==> config.mk <==
export PLATFORM = sky130hd
export DESIGN_NAME = ssg_sine
export DESIGN_NICKNAME = d
export VERILOG_FILES = /design/src/rtl/ssg_pkg.sv /design/src/rtl/ssg_sine.sv
export SDC_FILE = /design/constraint.sdc
export NUM_CORES = 2
export LEC_CHECK = 0
export ABC_AREA = 0
export BUFFER_PORTS_ARGS = -buffer_cell sky130_fd_sc_hd__buf_2
export CAP_MARGIN = 10
export CORE_ASPECT_RATIO = 1.2
export CORE_UTILIZATION = 33
export CTS_CLUSTER_SIZE = 25
export DETAILED_ROUTE_END_ITERATION = 6
export PLACE_DENSITY = 0.58
export SYNTH_ARGS = -nofsm -noshare
export SYNTH_HDL_FRONTEND = slang
export SYNTH_SLANG_ARGS = --single-unit
export TNS_END_PERCENT = 50
==> constraint.sdc <==
create_clock -name clk_i -period 8.57 [get_ports clk_i]
set_input_delay 1.714 -clock clk_i [delete_from_list [all_inputs] [get_ports clk_i]]
set_output_delay 1.714 -clock clk_i [all_outputs]
set_load 0.1 [all_outputs]
==> src/rtl/ssg_pkg.sv <==
// ----------------------------------------------------------------------------
// ssg_pkg
// Shared types and constants of the step / sine / square generator.
// ----------------------------------------------------------------------------
package ssg_pkg;

  localparam int unsigned CFG_IDX_W = 3;
  localparam int unsigned PERIOD_W  = 32;
  localparam int unsigned DUTY_W    = 17;
  localparam int unsigned PHASE_W   = 16;

  // Register indexes of the configuration port.
  localparam logic [CFG_IDX_W-1:0] REG_WAVE_MODE  = 3'd0;
  localparam logic [CFG_IDX_W-1:0] REG_AMPLITUDE  = 3'd1;
  localparam logic [CFG_IDX_W-1:0] REG_PERIOD     = 3'd2;
  localparam logic [CFG_IDX_W-1:0] REG_DUTY       = 3'd3;
  localparam logic [CFG_IDX_W-1:0] REG_ACTIVATION = 3'd4;

  typedef enum logic [1:0] {
    MODE_STEP   = 2'd0,
    MODE_SINE   = 2'd1,
    MODE_SQUARE = 2'd2
  } wave_mode_e;

  // Quarter-wave polynomial constants in Q16.
  localparam logic [16:0] SIN_A = 17'd102944;
  localparam logic [15:0] SIN_B = 16'd42047;
  localparam logic [12:0] SIN_C = 13'd4640;

  localparam logic [15:0] Q15_MAX = 16'd32767;

  // Per-word decisions carried down the pipeline.
  typedef struct packed {
    logic step_hit;
    logic sq_hit;
  } hit_t;

endpackage

==> src/rtl/ssg_sine.sv <==
// ----------------------------------------------------------------------------
// ssg_sine
// Quarter-wave polynomial sine, amplitude scaling, rounding and saturation.
// ----------------------------------------------------------------------------
module ssg_sine import ssg_pkg::*; #(
  parameter int unsigned AMP_WIDTH = 16
) (
  input  logic                        clk_i,
  input  logic                        rst_ni,
  input  logic                        en_i,
  input  logic                        valid_i,
  input  logic [PHASE_W-1:0]          phase_i,
  input  hit_t                        side_i,
  input  logic signed [AMP_WIDTH-1:0] amp_i,
  output logic                        valid_o,
  output hit_t                        side_o,
  output logic signed [AMP_WIDTH-1:0] sine_o
);

  localparam int unsigned PROD_W = AMP_WIDTH + 17;
  localparam int unsigned PW     = AMP_WIDTH + 18;
  localparam logic signed [PW-1:0] HALF = PW'(16384);
  localparam logic signed [PW-1:0] SMAX = PW'((64'sd1 <<< (AMP_WIDTH - 1)) - 64'sd1);
  localparam logic signed [PW-1:0] SMIN = -SMAX - PW'(1);

  logic [6:0] v_q;
  hit_t       side_q [7];

  // Stage 1: fold the phase into a quarter wave.
  logic [1:0]  quad;
  logic [13:0] rem14;
  logic [14:0] z;
  logic [16:0] zq1_d, zq1_q;
  logic [1:0]  quad1_q;
  assign quad  = phase_i[15:14];
  assign rem14 = phase_i[13:0];
  assign z     = quad[0] ? 15'(15'd16384 - {1'b0, rem14}) : {1'b0, rem14};
  assign zq1_d = {z, 2'b00};

  // Stage 2: z squared.
  logic [33:0] m2;
  logic [16:0] z2_2_d, z2_2_q, zq2_q;
  logic [1:0]  quad2_q;
  assign m2     = zq1_q * zq1_q;
  assign z2_2_d = 17'((m2 + 34'd32768) >> 16);

  // Stage 3: inner term B - C*z^2.
  logic [29:0] m3;
  logic [12:0] i1;
  logic [15:0] i2_d, i2_q;
  logic [16:0] z2_3_q, zq3_q;
  logic [1:0]  quad3_q;
  assign m3   = SIN_C * z2_2_q;
  assign i1   = 13'((m3 + 30'd32768) >> 16);
  assign i2_d = 16'(SIN_B - {3'b000, i1});

  // Stage 4: A - z^2*(B - C*z^2).
  logic [32:0] m4;
  logic [15:0] i3;
  logic [16:0] poly_d, poly_q, zq4_q;
  logic [1:0]  quad4_q;
  assign m4     = z2_3_q * i2_q;
  assign i3     = 16'((m4 + 33'd32768) >> 16);
  assign poly_d = SIN_A - {1'b0, i3};

  // Stage 5: final product, halve to Q1.15, clamp and apply the sign.
  logic [33:0] m5;
  logic [16:0] f;
  logic [17:0] s_sum;
  logic [16:0] s;
  logic [15:0] s_c;
  logic signed [16:0] sv_d, sv_q;
  assign m5    = zq4_q * poly_q;
  assign f     = 17'((m5 + 34'd32768) >> 16);
  assign s_sum = {1'b0, f} + 18'd1;
  assign s     = s_sum[17:1];
  assign s_c   = (s > {1'b0, Q15_MAX}) ? Q15_MAX : s[15:0];
  assign sv_d  = quad4_q[1] ? -$signed({1'b0, s_c}) : $signed({1'b0, s_c});

  // Stage 6: scale by the amplitude.
  logic signed [PROD_W-1:0] prod_d, prod_q;
  assign prod_d = amp_i * sv_q;

  // Stage 7: round to nearest with ties up, then saturate.
  logic signed [PW-1:0] biased, shifted;
  logic signed [AMP_WIDTH-1:0] sine_d, sine_q;
  assign biased  = PW'(prod_q) + HALF;
  assign shifted = biased >>> 15;
  always_comb begin
    if (shifted > SMAX) begin
      sine_d = SMAX[AMP_WIDTH-1:0];
    end else if (shifted < SMIN) begin
      sine_d = SMIN[AMP_WIDTH-1:0];
    end else begin
      sine_d = shifted[AMP_WIDTH-1:0];
    end
  end

  always_ff @(posedge clk_i or negedge rst_ni) begin
    if (!rst_ni) begin
      v_q <= '0;
    end else if (en_i) begin
      v_q <= {v_q[5:0], valid_i};
    end
  end

  always_ff @(posedge clk_i) begin
    if (en_i) begin
      side_q[0] <= side_i;
      for (int i = 1; i < 7; i++) begin
        side_q[i] <= side_q[i-1];
      end
      zq1_q   <= zq1_d;
      quad1_q <= quad;
      z2_2_q  <= z2_2_d;
      zq2_q   <= zq1_q;
      quad2_q <= quad1_q;
      i2_q    <= i2_d;
      z2_3_q  <= z2_2_q;
      zq3_q   <= zq2_q;
      quad3_q <= quad2_q;
      poly_q  <= poly_d;
      zq4_q   <= zq3_q;
      quad4_q <= quad3_q;
      sv_q    <= sv_d;
      prod_q  <= prod_d;
      sine_q  <= sine_d;
    end
  end

  assign valid_o = v_q[6];
  assign side_o  = side_q[6];
  assign sine_o  = sine_q;

endmodule

==> results.json <==
{
  "critical_path.most_common_cell": "fa_1",
  "slew-limit-headroom_pct": 40.2,
  "detail-route-antenna-nets": 0,
  "rrSetupSlack_ns": -0.04,
  "wl_per_cell_microns": 15.7,
  "initial_core_util_pct": 33.4,
  "netlist_area_sq_um": 42900,
  "grt_pass1_vias": 32800,
  "yosysTopAreaCellShare_pct": 37.4,
  "clock_skew_ns": 0.0182,
  "numClockSinks": 202,
  "avgSynthCellArea_sq_um": 9.70,
  "setup_ws_ns": -0.0405,
  "hpwl_microns": 83100,
  "period_share_pct": 100,
  "ios": 57,
  "ff2ff_path_depth": 38,
  "crit_family": "adder cells",
  "die_x_microns": 331,
  "end_kind": "flip-flop",
  "seq_area_frac_synth_pct": 14.0,
  "placementRows": 144,
  "core_area_sq_um": 129000,
  "ctsLongestPathBuffers": 3,
  "drtIter0Drc": 1059,
  "vias": 30100,
  "nFillCells": 12900,
  "ys_types": 91,
  "yosys_most_used_dff": "edfxtp_1",
  "synth_commonest_cells": "950 x inv_1, 803 x fa_1, 487 x nand2_1, 460 x and2_1, 442 x ha_1",
  "globalplace.congestion": 0.872,
  "htree_levels": 1,
  "clk_latency_ns": 0.56,
  "critPathMaxFanout": 6,
  "clkTransAtPathRegs_ns": 0.06,
  "setup_viol": 1,
  "drive_gt1_share_pct": 11.9,
  "crit_required_ns": 8.93,
  "track_usage_pct": 15.6,
  "cpPeakStageDelay_ns": 0.52,
  "outcome": "complete, but fails checks",
  "slowest_stage": "fa_1",
  "tightest_slew_ns": 0.897,
  "grt_max_degree": 76,
  "antenna_found_initial": 1,
  "startpoint_type": "flip-flop",
  "worstPathBufferInverterCount": 11,
  "layout.nets": 5949,
  "hold_class": "reg -> reg",
  "crit_arrival_ns": 8.97,
  "synth_edf_count": 195,
  "synthesis.nets": 5711,
  "dp_cells": 6282,
  "fmax_mhz": 116,
  "synth_seq_cells": 202,
  "routed_wl_microns": 99600,
  "die_area_sq_um": 132000,
  "synthCells": 4428,
  "critPathKind": "reg -> reg",
  "grt_overflow": 0,
  "finalHoldViolCount": 0,
  "cts_tree": "yes",
  "crit_start": "zq4_q[5]$_DFFE_PP_",
  "violations": "negative setup slack",
  "post-route-min-period_ns": 8.61,
  "syn_to_final_growth_pct": 13.4,
  "dr.pass1.iters": 5,
  "drc": 0,
  "final-max-slew-violation-count": 0,
  "synth_area_leaders": "fa_1 37%, edfxtp_1 14%, ha_1 13%",
  "cp.depth": 38,
  "cts_buffers": 25,
  "worstSetupEndpoint": "sv_q[14]$_DFFE_PP_",
  "die-height_microns": 397,
  "grt_pass1_wl_microns": 169000,
  "reg2reg_from": "zq4_q[5]$_DFFE_PP_",
  "rsz0062_at_grt": "yes",
  "root_buffer": "clkbuf_16",
  "yosys_warnings": 0,
  "r2r_end": "sv_q[14]$_DFFE_PP_",
  "maxCapViolCount": 0,
  "via_per_inst": 4.73,
  "yosysMostFrequentCell": "inv_1",
  "synth_area_leader_cell": "fa_1",
  "stdcell_count": 6363,
  "async_flop_share_pct": 3.47,
  "portBuffers": 56
}
## metal layers
layer	wire length, microns	vias to the layer above	GRT usage (%)	share of wire, %
met4	2290	0	3.41	2.3
li1	-	14200	-	-
met1	42100	15300	19.5	42
met2	52800	435	29.5	53
met3	2370	138	0.985	2.4
met5	0	-	0	0
## how the worst min path moves through the flow
stage / start / end / slack, ns / cells after the start
floorplan: quad1_q[1]$_DFFE_PP_ / quad2_q[1]$_DFFE_PP_ / 0.40 / 0
global placement: side_q[5][0]$_DFFE_PP_ / side_q[6][0]$_DFFE_PP_ / 0.40 / 0
detailed placement: side_q[1][0]$_DFFE_PP_ / side_q[2][0]$_DFFE_PP_ / 0.40 / 0
CTS: zq2_q[11]$_DFFE_PP_ / zq3_q[11]$_DFFE_PP_ / 0.41 / 0
global route: zq2_q[11]$_DFFE_PP_ / zq3_q[11]$_DFFE_PP_ / 0.41 / 0
finish: zq2_q[11]$_DFFE_PP_ / zq3_q[11]$_DFFE_PP_ / 0.41 / 0
## metrics by stage
step                area, sq um  util, %  hold slack (ns)  worst slack (ns)  setup TNS [ns]
global route              48700     37.8            0.413            -0.462           -2.10
global placement          47000     36.6            0.401           -0.0932          -0.344
floorplan                 43200        -            0.400          0.000298               0
finish                    48700     37.8            0.415           -0.0405         -0.0405
detailed placement        47000     36.6            0.405            -0.252           -1.08
CTS                       48200     37.5            0.412           -0.0601          -0.101
## layout by cell type, fill, tap and decap left out, types with 62 or more instances in the layout
master	netlist	routed
inv_1	950	942
xnor2_1	145	141
edfxtp_1	195	195
o21ai_0	69	64
buf_4	0	293
nor2_1	97	92
and2_1	460	455
nand2_1	487	483
ha_1	442	429
a21oi_1	72	62
fa_1	803	801
## final cells by class
class / instances / area, sq um / share of cell area, %
Clock buffer: 28 / 637 / 1.31
Inverter: 951 / 3570 / 7.33
Sequential cell: 202 / 6030 / 12.4
Timing Repair Buffer: 365 / 2710 / 5.56
Tap cell: 1679 / 2100 / 4.32
Clock inverter: 16 / 183 / 0.375
Multi-Input combinational cell: 3121 / 33400 / 68.7
Antenna cell: 1 / 2.50 / 0.00514
## what timing repair did
action                                 in CTS  in global routing
pin swaps                                  15                 48
setup endpoints to repair                   7                 12
endpoints found under the hold margin       0                  0
hold buffers                                0                  0
gates resized for setup                    48                 66
setup buffers                               9                 27
## sequential cells by signal, summed over array words and instances, names as in the netlist, 7 cells and up
name    flops
i2_q       14
side_q     14
v_q         7
sine_o     16
zq2_q      15
sv_q       17
zq4_q      15
poly_q     17
zq1_q      15
prod_q     19
zq3_q      15
z2_3_q     17
z2_2_q     17
## worst reg2reg max path, delay by kind of cell, from the launching register on
family                   cells  cell delay, ns
flip-flops                   1            0.47
buffers and inverters       11            1.10
adder cells (fa/ha/maj)      8            3.33
AO/OA/AOI/OAI                3            0.58
AND/OR/NAND/NOR             14            2.59
multiplexers                 2            0.34
## logic make-up after synthesis
kind of cell,count (synthesis),synth area share [%]
compound gates,354,5.73
xor+xnor,205,4.20
fa+ha+maj,1245,50.3
buf+inv,1105,9.68
flops,202,14.0
mux,13,0.332
simple gates,1304,15.7
Power is left out: the tool's default activity adds up to more than one toggle a clock period on the data nets, which glitch-free logic cannot reach.
