### config.mk
export PLATFORM = sky130hd
export DESIGN_NAME = ssg_outbuf
export DESIGN_NICKNAME = d
export VERILOG_FILES = /design/src/rtl/ssg_pkg.sv /design/src/rtl/ssg_outbuf.sv
export SDC_FILE = /design/constraint.sdc
export NUM_CORES = 1
export LEC_CHECK = 0
export BUFFER_PORTS_ARGS = -buffer_cell sky130_fd_sc_hd__buf_4
export CAP_MARGIN = 30
export CORE_ASPECT_RATIO = 0.7
export CORE_MARGIN = 4
export CORE_UTILIZATION = 55
export CTS_BUF_LIST = sky130_fd_sc_hd__clkbuf_8
export DETAILED_ROUTE_END_ITERATION = 8
export MAX_ROUTING_LAYER = met4
export PLACE_DENSITY = 0.84
export SETUP_SLACK_MARGIN = 0.05
export SLEW_MARGIN = 20
export SYNTH_ARGS = -nofsm -noshare
export SYNTH_HDL_FRONTEND = slang
export SYNTH_SLANG_ARGS = --single-unit
### constraint.sdc
create_clock -name clk_i -period 2.5 [get_ports clk_i]
set_input_delay 0.375 -clock clk_i [delete_from_list [all_inputs] [get_ports clk_i]]
set_output_delay 0.375 -clock clk_i [all_outputs]
set_load 0.01 [all_outputs]
### src/rtl/ssg_pkg.sv
// ----------------------------------------------------------------------------
// ssg_pkg
// Shared types and constants of the step / sine / square generator.
// ----------------------------------------------------------------------------
package ssg_pkg;

  localparam int unsigned CFG_IDX_W = 3;
  localparam int unsigned PERIOD_W  = 32;
  localparam int unsigned DUTY_W    = 17;
  localparam int unsigned PHASE_W   = 16;

  // Register indexes of the configuration port.
  localparam logic [CFG_IDX_W-1:0] REG_WAVE_MODE  = 3'd0;
  localparam logic [CFG_IDX_W-1:0] REG_AMPLITUDE  = 3'd1;
  localparam logic [CFG_IDX_W-1:0] REG_PERIOD     = 3'd2;
  localparam logic [CFG_IDX_W-1:0] REG_DUTY       = 3'd3;
  localparam logic [CFG_IDX_W-1:0] REG_ACTIVATION = 3'd4;

  typedef enum logic [1:0] {
    MODE_STEP   = 2'd0,
    MODE_SINE   = 2'd1,
    MODE_SQUARE = 2'd2
  } wave_mode_e;

  // Quarter-wave polynomial constants in Q16.
  localparam logic [16:0] SIN_A = 17'd102944;
  localparam logic [15:0] SIN_B = 16'd42047;
  localparam logic [12:0] SIN_C = 13'd4640;

  localparam logic [15:0] Q15_MAX = 16'd32767;

  // Per-word decisions carried down the pipeline.
  typedef struct packed {
    logic step_hit;
    logic sq_hit;
  } hit_t;

endpackage

### src/rtl/ssg_outbuf.sv
// ----------------------------------------------------------------------------
// ssg_outbuf
// Output register with a skid entry that decouples the pipeline from stalls.
// ----------------------------------------------------------------------------
module ssg_outbuf import ssg_pkg::*; #(
  parameter int unsigned W = 16
) (
  input  logic         clk_i,
  input  logic         rst_ni,
  input  logic         valid_i,
  input  logic [W-1:0] data_i,
  output logic         en_o,
  output logic         out_valid_o,
  input  logic         out_stall_i,
  output logic [W-1:0] out_data_o
);

  logic         out_v_q, out_v_d;
  logic [W-1:0] out_q, out_d;
  logic         skid_v_q, skid_v_d;
  logic [W-1:0] skid_q, skid_d;

  // The pipeline moves only while the skid entry is free.
  assign en_o = !skid_v_q;

  always_comb begin
    out_v_d  = out_v_q;
    out_d    = out_q;
    skid_v_d = skid_v_q;
    skid_d   = skid_q;
    if (out_v_q && out_stall_i) begin
      if (!skid_v_q && valid_i) begin
        skid_v_d = 1'b1;
        skid_d   = data_i;
      end
    end else if (skid_v_q) begin
      out_v_d  = 1'b1;
      out_d    = skid_q;
      skid_v_d = 1'b0;
    end else begin
      out_v_d = valid_i;
      out_d   = data_i;
    end
  end

  always_ff @(posedge clk_i or negedge rst_ni) begin
    if (!rst_ni) begin
      out_v_q  <= 1'b0;
      skid_v_q <= 1'b0;
    end else begin
      out_v_q  <= out_v_d;
      skid_v_q <= skid_v_d;
    end
  end

  always_ff @(posedge clk_i) begin
    out_q  <= out_d;
    skid_q <= skid_d;
  end

  assign out_valid_o = out_v_q;
  assign out_data_o  = out_q;

endmodule

==> results.json, run 1 <==
{
  "num_antenna_cells": 0,
  "tightest_slew_ns": 0.721,
  "ys_warn_count": 0,
  "worstSetupStartpointType": "flip-flop",
  "path_class": "flip-flop to primary output",
  "cp_common_cell": "buf_4",
  "cp.arrival_ns": 1.18,
  "die_area_sq_um": 3240,
  "drtIter0Drc": 15,
  "post_dp_cell_area_sq_um": 1610,
  "holdPathEnd": "skid_q[5]",
  "critPathMaxFanout": 19,
  "die_h_um": 48.8,
  "syn_to_final_growth_pct": 30.8,
  "first_pass_iters": 3,
  "timing.hold.ws_ns": 0.277,
  "worstHoldStart": "data_i[5]",
  "r2r-end": "skid_q[2]",
  "h-tree-depth": 2,
  "crit_chain": "buf_4 > inv_1 > buf_4",
  "maxSlewViolCount": 0,
  "finalHoldViolCount": 0,
  "netlist.area_leader.share_pct": 73.4,
  "cpPeakStageDelay_ns": 0.35,
  "endpoint_kind": "primary output",
  "core_sq_um": 2210,
  "p_seq_share_pct": 55.6,
  "reg2reg_depth": 1,
  "period_needed_ns": 1.55,
  "ir_worst_vdd_uv": 451,
  "start_util_pct": 59.4,
  "seq_area_frac_synth_pct": 77.2,
  "cts-root-buf": "clkbuf_8",
  "cts_made_buffers": 5,
  "ant_nets": 0,
  "track_usage_pct": 15.4,
  "clkTransAtPathRegs_ns": 0.07,
  "grt_max_degree": 20,
  "wirelength_mm": 2.14,
  "skew_ns": 0.00696,
  "synth_area_leader_cell": "edfxtp_1",
  "nets": 121,
  "mostFrequentLayoutCells": "buf_4, edfxtp_1, mux2_4, clkbuf_8, inv_1",
  "reg2reg_slack_ns": 1.02,
  "grt_remaining_overflow": 0,
  "synth_area_sq_um": 1310,
  "cts_setup_buffers": 0,
  "layout_commonest_cell": "buf_4",
  "antenna_found_initial": 0,
  "grt_pass1_wl_mm": 3.32,
  "ios": 38,
  "swShare_pct": 20.5,
  "synth_nets": 77,
  "switchingPower_mw": 0.252,
  "row_count": 14,
  "cts.hold.buffers_added": 1,
  "p_leak_nw": 0.716,
  "timing.slew.headroom_pct": 51.9,
  "avgRoutedWirePerCell_um": 15.9,
  "drc_errors": 0,
  "finalSetupViolCount": 0,
  "p_int_mw": 0.979,
  "port_buffers": 37,
  "power_density_nw_per_um2": 718,
  "fin_area_sq_um": 1710,
  "max_cap_violations": 0,
  "fmax_mhz": 645,
  "routabilityCongestion": 0.672,
  "min_path_type": "primary input to flip-flop",
  "p_comb_share_pct": 12.5,
  "status": "finished, final reports clean",
  "synth_cell_type_count": 9,
  "insertion_delay_ns": 0.28,
  "grt_pass1_vias": 676,
  "power_frac_clock_pct": 31.9,
  "cp_slowest_cell": "dfrtp_1",
  "synth_seq_cells": 34,
  "finalCritPeriodShare_pct": 62.0,
  "chipWidth_um": 66.3,
  "cts-resized-gates": 0,
  "tns_ns": 0,
  "via_count": 641,
  "min_path_cells": 1,
  "cts_tree": "done",
  "clock-sinks": 34,
  "synth_cells": 57,
  "worst_ep_required_time_ns": 2.12,
  "r2r-start": "out_valid_o",
  "synth.area.top_cells": "edfxtp_1, mux2_4, dfrtp_1",
  "clk_path_buf_depth": 2,
  "layout-drive-gt1-share_pct": 58.8,
  "synth.avg_cell_area_sq_um": 23.0,
  "rsz0062_at_grt": "no",
  "via_per_inst": 4.78
}
stage by stage:
stage | instances | total power, mW | util [%] | worst slack [ns]
final | 134 | 1.23 | 77.6 | 0.950
after CTS | 134 | 1.25 | 77.6 | 0.936
after floorplan | 57 | 0.775 | - | 1.02
after global routing | 134 | 1.30 | 77.6 | 0.877
after global placement | 125 | 0.846 | 73.1 | 0.992
after detailed placement | 125 | 0.851 | 73.1 | 0.951
logic make-up after synthesis:
kind of cell,share of synthesized area [%]
and+or+nand+nor,1.05
DFF,77.2
muxes,18.3
AOI/OAI and AO/OA,1.43
buffers and inverters,2.01
worst max-delay path: cells and delay by family, from the launching register on:
| kind | cells | cell delay [ns] |
|---|---|---|
| buf+inv | 3 | 0.55 |
| flops | 1 | 0.35 |
layout make-up:
cell class / count / area [sq um]
clock buffers: 6 / 82.6
clock inverters: 2 / 7.51
fillers: 135 / 494
multi-input cells: 20 / 273
flip-flops and latches: 34 / 1010
repair buffers: 39 / 295
well taps: 32 / 40.0
inverters: 1 / 3.75
Yosys cell counts (all sizes together):
cell,instances
edfxtp,32
mux2,16
buf,2
dfrtp,2
a211o,1
and4b,1
inv,1
nand2,1
o211a,1
how the worst max path moves through the flow:
stage / start / end / slack [ns] / depth (start not counted)
after global routing: skid_v_q / en_o / 0.88 / 3
after detailed placement: valid_i / skid_q[3] / 0.95 / 2
after CTS: skid_v_q / en_o / 0.94 / 3
after floorplan: skid_v_q / skid_q[0] / 1.02 / 2
after global placement: valid_i / skid_q[5] / 0.99 / 2
final: skid_v_q / en_o / 0.95 / 3
registers in the layout (all words and copies together), names as in the netlist:
register     flops
skid_q          16
out_data_o      16
skid_v_q         1
out_valid_o      1
per-layer routing:
| layer | wire (um) | global-route usage (%) |
|---|---|---|
| met4 | 63 | 9.46 |
| met3 | 172 | 7.37 |
| met5 | 0 | - |
| met1 | 806 | 15.8 |
| met2 | 1090 | 23.7 |
power by group through the flow:
stage	Clock [mW]	Combinational, mW	Sequential, mW
5_1_grt	0.444	0.165	0.686
3_5_place_dp	0	0.156	0.696
3_3_place_gp	0	0.152	0.694
6_report	0.392	0.154	0.684
4_1_cts	0.403	0.157	0.684
2_1_floorplan	0	0.0662	0.709
Note: power is estimated with default switching activity, not from simulation.
==> run 2: changes to the inputs <==
- ABC_AREA: unset -> 1
- CORE_UTILIZATION: 55 -> 47
- PLACE_DENSITY: 0.84 -> 0.77
- clock period: 2.5 -> 1.4 ns (I/O delays scaled with it)
==> run 2 against run 1 <==
Area after synthesis decreased by 3.3%. Sequential power up 80%. Via count increased by 20%. Critical path depth did not move. Combinational power up 78%. Non-clock buffer count increased by 2. Hold slack worse by 0.16 ns. Largest cell class unchanged.
==> results.json, run 2 <==
{
  "status": "finished, final reports clean",
  "worstSetupStartpointType": "flip-flop",
  "synth_area_leader_cell": "edfxtp_1",
  "synth_cells": 92,
  "drc_errors": 0,
  "timing.slew.headroom_pct": 71.5,
  "min_path_type": "primary input to flip-flop",
  "cts_setup_buffers": 0,
  "power_density_nw_per_um2": 1270,
  "seq_area_frac_synth_pct": 79.8,
  "cts_made_buffers": 5,
  "num_antenna_cells": 0,
  "tightest_slew_ns": 0.426,
  "path_class": "flip-flop to primary output",
  "layout-drive-gt1-share_pct": 38.4,
  "synthArstFlopShare_pct": 5.88,
  "nets": 157,
  "synth_commonest_cells": "nand2_1, edfxtp_1, nand2_2, nor2_1, dfrtp_1",
  "routabilityCongestion": 0.699,
  "finalHoldViolCount": 0,
  "p_leak_nw": 0.735,
  "avgRoutedWirePerCell_um": 12.4,
  "drtIter0Drc": 25,
  "fin_area_sq_um": 1690,
  "cp.arrival_ns": 1.07,
  "synth_area_sq_um": 1270,
  "synthMuxAreaShare_pct": 0,
  "multi_input_area_sq_um": 220,
  "mostFrequentLayoutCells": "nand2_1, buf_4, edfxtp_1, clkbuf_8, nand2_2",
  "netlist.area_leader.share_pct": 75.9,
  "clkTransAtPathRegs_ns": 0.06,
  "track_usage_pct": 13.4,
  "reg2reg_depth": 3,
  "synth_most_common_cell": "nand2_1",
  "synth_nets": 112,
  "ir_worst_vdd_uv": 657,
  "worst_ep_required_time_ns": 1.19,
  "endpoint_kind": "primary output",
  "synth-edff-count": 32,
  "maxSlewViolCount": 0,
  "post_dp_cell_area_sq_um": 1590,
  "synth_compound_area_share_pct": 0,
  "syn_to_final_growth_pct": 33.1,
  "holdPathEnd": "skid_q[4]",
  "die_h_um": 51.4,
  "core_sq_um": 2510,
  "ys_warn_count": 0,
  "h-tree-depth": 2,
  "first_pass_iters": 5,
  "rsz0062_at_grt": "no",
  "row_count": 15,
  "finalPower_mw": 2.15,
  "r2r-end": "skid_q[9]",
  "clk_path_buf_depth": 2,
  "skew_ns": 0.00376,
  "grt_remaining_overflow": 0,
  "reg2reg_slack_ns": 0.13,
  "synth.avg_cell_area_sq_um": 13.8,
  "synth_seq_cells": 34,
  "synthAdderAreaFrac_pct": 0,
  "synth_flop_cell": "edfxtp_1",
  "fmax_mhz": 784,
  "chipWidth_um": 70.0,
  "finalSetupViolCount": 0,
  "wirelength_mm": 2.13,
  "synth-xor-area-share_pct": 0,
  "insertion_delay_ns": 0.28,
  "synth_top_family_by_area": "simple AND/OR/NAND/NOR gates",
  "grt_max_degree": 19,
  "layout_commonest_cell": "nand2_1",
  "via_count": 767,
  "r2r-start": "skid_v_q",
  "cts_tree": "done",
  "pre_cts_ws_ns": 0.0826,
  "seqCellArea_sq_um": 1010,
  "clock-sinks": 34,
  "min_path_cells": 1,
  "synthSimpleGateAreaFrac_pct": 16.6,
  "worstHoldStart": "data_i[4]",
  "cts-root-buf": "clkbuf_8",
  "via_per_inst": 4.46,
  "die_area_sq_um": 3600,
  "dpl.hpwl_mm": 1.54,
  "fin_ws_ns": 0.124,
  "grt_pass1_wl_mm": 3.39,
  "n_fill_cell": 178,
  "finalCritPeriodShare_pct": 91.2,
  "max_cap_violations": 0,
  "ant_nets": 0,
  "period_needed_ns": 1.28,
  "grt_pass1_vias": 771,
  "tns_ns": 0,
  "critPathMaxFanout": 17,
  "synth_cell_type_count": 9,
  "antenna_found_initial": 0,
  "port_buffers": 37,
  "synth.area.top_cells": "edfxtp_1, nand2_1, dfrtp_1",
  "start_util_pct": 50.3,
  "ios": 38
}
run 2: what timing repair did:
action                     in CTS  in global routing
pin swaps                       0                  1
hold endpoints to repair        2                  0
gates resized for setup         1                  2
hold buffers                    1                  0
setup endpoints to repair       1                 17
run 2: cells by family after synthesis:
kind of cell,after synthesis
buffers and inverters,4
flip-flops,34
AND/OR/NAND/NOR,54
run 2: how the worst max path moves through the flow:
stage                 from    endpoint  slack (ns)  cells after the start
2_1_floorplan  out_valid_o   skid_q[0]        0.07                      2
3_3_place_gp      skid_v_q   skid_q[6]        0.11                      3
3_5_place_dp      skid_v_q   skid_q[4]        0.08                      3
4_1_cts           skid_v_q  skid_q[15]        0.07                      3
5_1_grt           skid_v_q   skid_q[5]        0.05                      3
6_report          skid_v_q        en_o        0.12                      3
run 2: metrics by stage:
step | std cells | util [%] | hold WS (ns)
after floorplan | 92 | - | -0.0856
after global placement | 163 | 63.0 | -0.00793
after detailed placement | 163 | 63.0 | -0.00537
after CTS | 172 | 66.8 | 0.109
after global routing | 172 | 67.0 | 0.0983
final | 172 | 67.0 | 0.118
run 2: layout make-up:
class,instances,share of cell area [%]
clock buffer,5,4.08
tap,34,2.52
inverter,1,0.668
multi-input combinational,54,13.1
sequential,34,60.1
timing repair buffer,41,18.9
clock inverter,3,0.742
run 2: critical path: stages (launching register included):
cell	delay [ns]
dfrtp_2	0.44
inv_8	0.06
buf_8	0.15
buf_4	0.14
run 2: routing by layer:
metal  GRT usage (%)  wire, um  vias up
met4            6.69        19        0
met1            11.7       798      346
li1                -         -      398
met5               -         0        -
met3            6.68       100        2
met2            24.3      1210       21
run 2: power breakdown:
| group | leakage (nW) | internal, mW | switching (mW) |
|---|---|---|---|
| clock | 0.0468 | 0.333 | 0.312 |
| sequential | 0.331 | 1.21 | 0.0218 |
| combinational | 0.358 | 0.133 | 0.140 |
==> run 3: changes to the inputs <==
- clock period: 1.4 -> 1.17 ns (I/O delays scaled with it)
==> run 3 against run 2 <==
Global-route usage up 0.89 points. Setup slack worse by 0.10 ns. Die area unchanged. Sequential share of layout area down 2.5 points. Design area up 4.4%. Via count up 4.7%. Wire length up 8.0%. Sequential cell count unchanged. Largest cell class unchanged. Highest routed layer unchanged.
==> results.json, run 3 (synthesized netlist as in run 2, its figures left out) <==
{
  "die_area_sq_um": 3600,
  "p_leak_nw": 0.774,
  "cpPeakStageDelay_ns": 0.44,
  "antenna_found_initial": 0,
  "drtIter0Drc": 42,
  "worstSetupStartpointType": "flip-flop",
  "holdPathEnd": "skid_q[3]",
  "crit_chain": "inv_8 > buf_12 > buf_6",
  "core_sq_um": 2510,
  "fin_area_sq_um": 1760,
  "finalCritPeriodShare_pct": 98.4,
  "cpLargestDelayFamily": "flip-flops",
  "finalSetupViolCount": 0,
  "via_per_inst": 4.54,
  "min_path_cells": 1,
  "layout_commonest_cell": "nand2_1",
  "grt_remaining_overflow": 0,
  "period_needed_ns": 1.15,
  "crit_buf_inv": 3,
  "mostFrequentLayoutCells": "nand2_1, buf_4, edfxtp_1, clkbuf_8, buf_6",
  "cp.arrival_ns": 0.98,
  "drc_errors": 0,
  "avgRoutedWirePerCell_um": 13.0,
  "status": "finished, final reports clean",
  "tns_ns": 0,
  "critPathMaxFanout": 2,
  "grt_pass1_vias": 778,
  "max_cap_violations": 0,
  "reg2reg_depth": 4,
  "endpoint_kind": "primary output",
  "num_antenna_cells": 0,
  "ant_nets": 0,
  "h-tree-depth": 2,
  "power_density_nw_per_um2": 1490,
  "maxSlewViolCount": 0,
  "port_buffers": 37,
  "via_count": 803,
  "first_pass_iters": 4,
  "timing.hold.ws_ns": 0.0805,
  "worstSetupPathDepth": 3,
  "grt_max_degree": 18,
  "clock-sinks": 34,
  "ios": 38,
  "chipWidth_um": 70.0,
  "worst_ep_required_time_ns": 0.99,
  "finalPower_mw": 2.61,
  "die_h_um": 51.4,
  "r2r-start": "skid_v_q",
  "cts_tree": "done",
  "routabilityCongestion": 0.757,
  "final_util_pct": 70.0,
  "min_path_type": "primary input to flip-flop",
  "r2r-end": "skid_q[13]",
  "ir_worst_vdd_uv": 967,
  "clk_path_buf_depth": 2,
  "path_class": "flip-flop to primary output",
  "layout-drive-gt1-share_pct": 41.3,
  "fmax_mhz": 869,
  "cp_slowest_cell": "dfrtp_2",
  "nets": 162,
  "wirelength_mm": 2.30,
  "row_count": 15,
  "insertion_delay_ns": 0.28,
  "post_dp_cell_area_sq_um": 1620,
  "grt_pass1_wl_mm": 3.48,
  "cts-root-buf": "clkbuf_8",
  "rsz0062_at_grt": "yes",
  "track_usage_pct": 14.3,
  "finalHoldViolCount": 0,
  "timing.slew.headroom_pct": 89.1,
  "clkTransAtPathRegs_ns": 0.06,
  "syn_to_final_growth_pct": 38.9,
  "cts_made_buffers": 5,
  "reg2reg_slack_ns": 0.04,
  "start_util_pct": 50.3,
  "skew_ns": 0.00379,
  "tightest_slew_ns": 0.164,
  "worstHoldStart": "data_i[3]"
}
## run 3: layer usage
metal	up-vias	GRT usage (%)	part of all wire, %
li1	405	-	-
met1	376	13.9	37
met2	20	23.4	55
met3	2	6.68	5.7
met4	0	9.55	1.6
met5	-	-	0
## run 3: repair_timing
item                                    4_1_cts  5_1_grt
gates cloned                                  0        1
resized for setup                             7        3
pin swaps                                     1        0
endpoints found under the setup margin       17       33
buffers inserted                              1        0
hold buffers                                  1        0
hold endpoints to repair                      2        0
## run 3: worst max-delay path by stage
| stage | startpoint | end | slack [ns] |
|---|---|---|---|
| after global routing | skid_v_q | en_o | -0.02 |
| after floorplan | skid_v_q | skid_q[0] | -0.08 |
| after detailed placement | skid_v_q | skid_q[12] | 0.03 |
| after global placement | skid_v_q | skid_q[2] | 0.07 |
| final | skid_v_q | en_o | 0.02 |
| after CTS | skid_v_q | en_o | 0.007 |
## run 3: area by class of cell
class	instances	area, sq um
sequential	34	1010
fill	177	756
timing repair buffer	46	379
multi-input combinational	54	233
clock buffer	5	68.8
tap	34	42.5
clock inverter	3	12.5
inverter	1	11.3
## run 3: metrics by stage
stage	cells	worst slack (ns)
after detailed placement	166	0.0322
after floorplan	92	-0.0760
after global routing	177	-0.0163
after CTS	176	0.00685
final	177	0.0190
after global placement	166	0.0743
## run 3: power breakdown
group | total (mW) | switching (mW) | internal (mW) | leakage (nW)
sequential | 1.47 | 0.0286 | 1.44 | 0.331
clock | 0.780 | 0.381 | 0.399 | 0.0468
combinational | 0.363 | 0.177 | 0.186 | 0.396
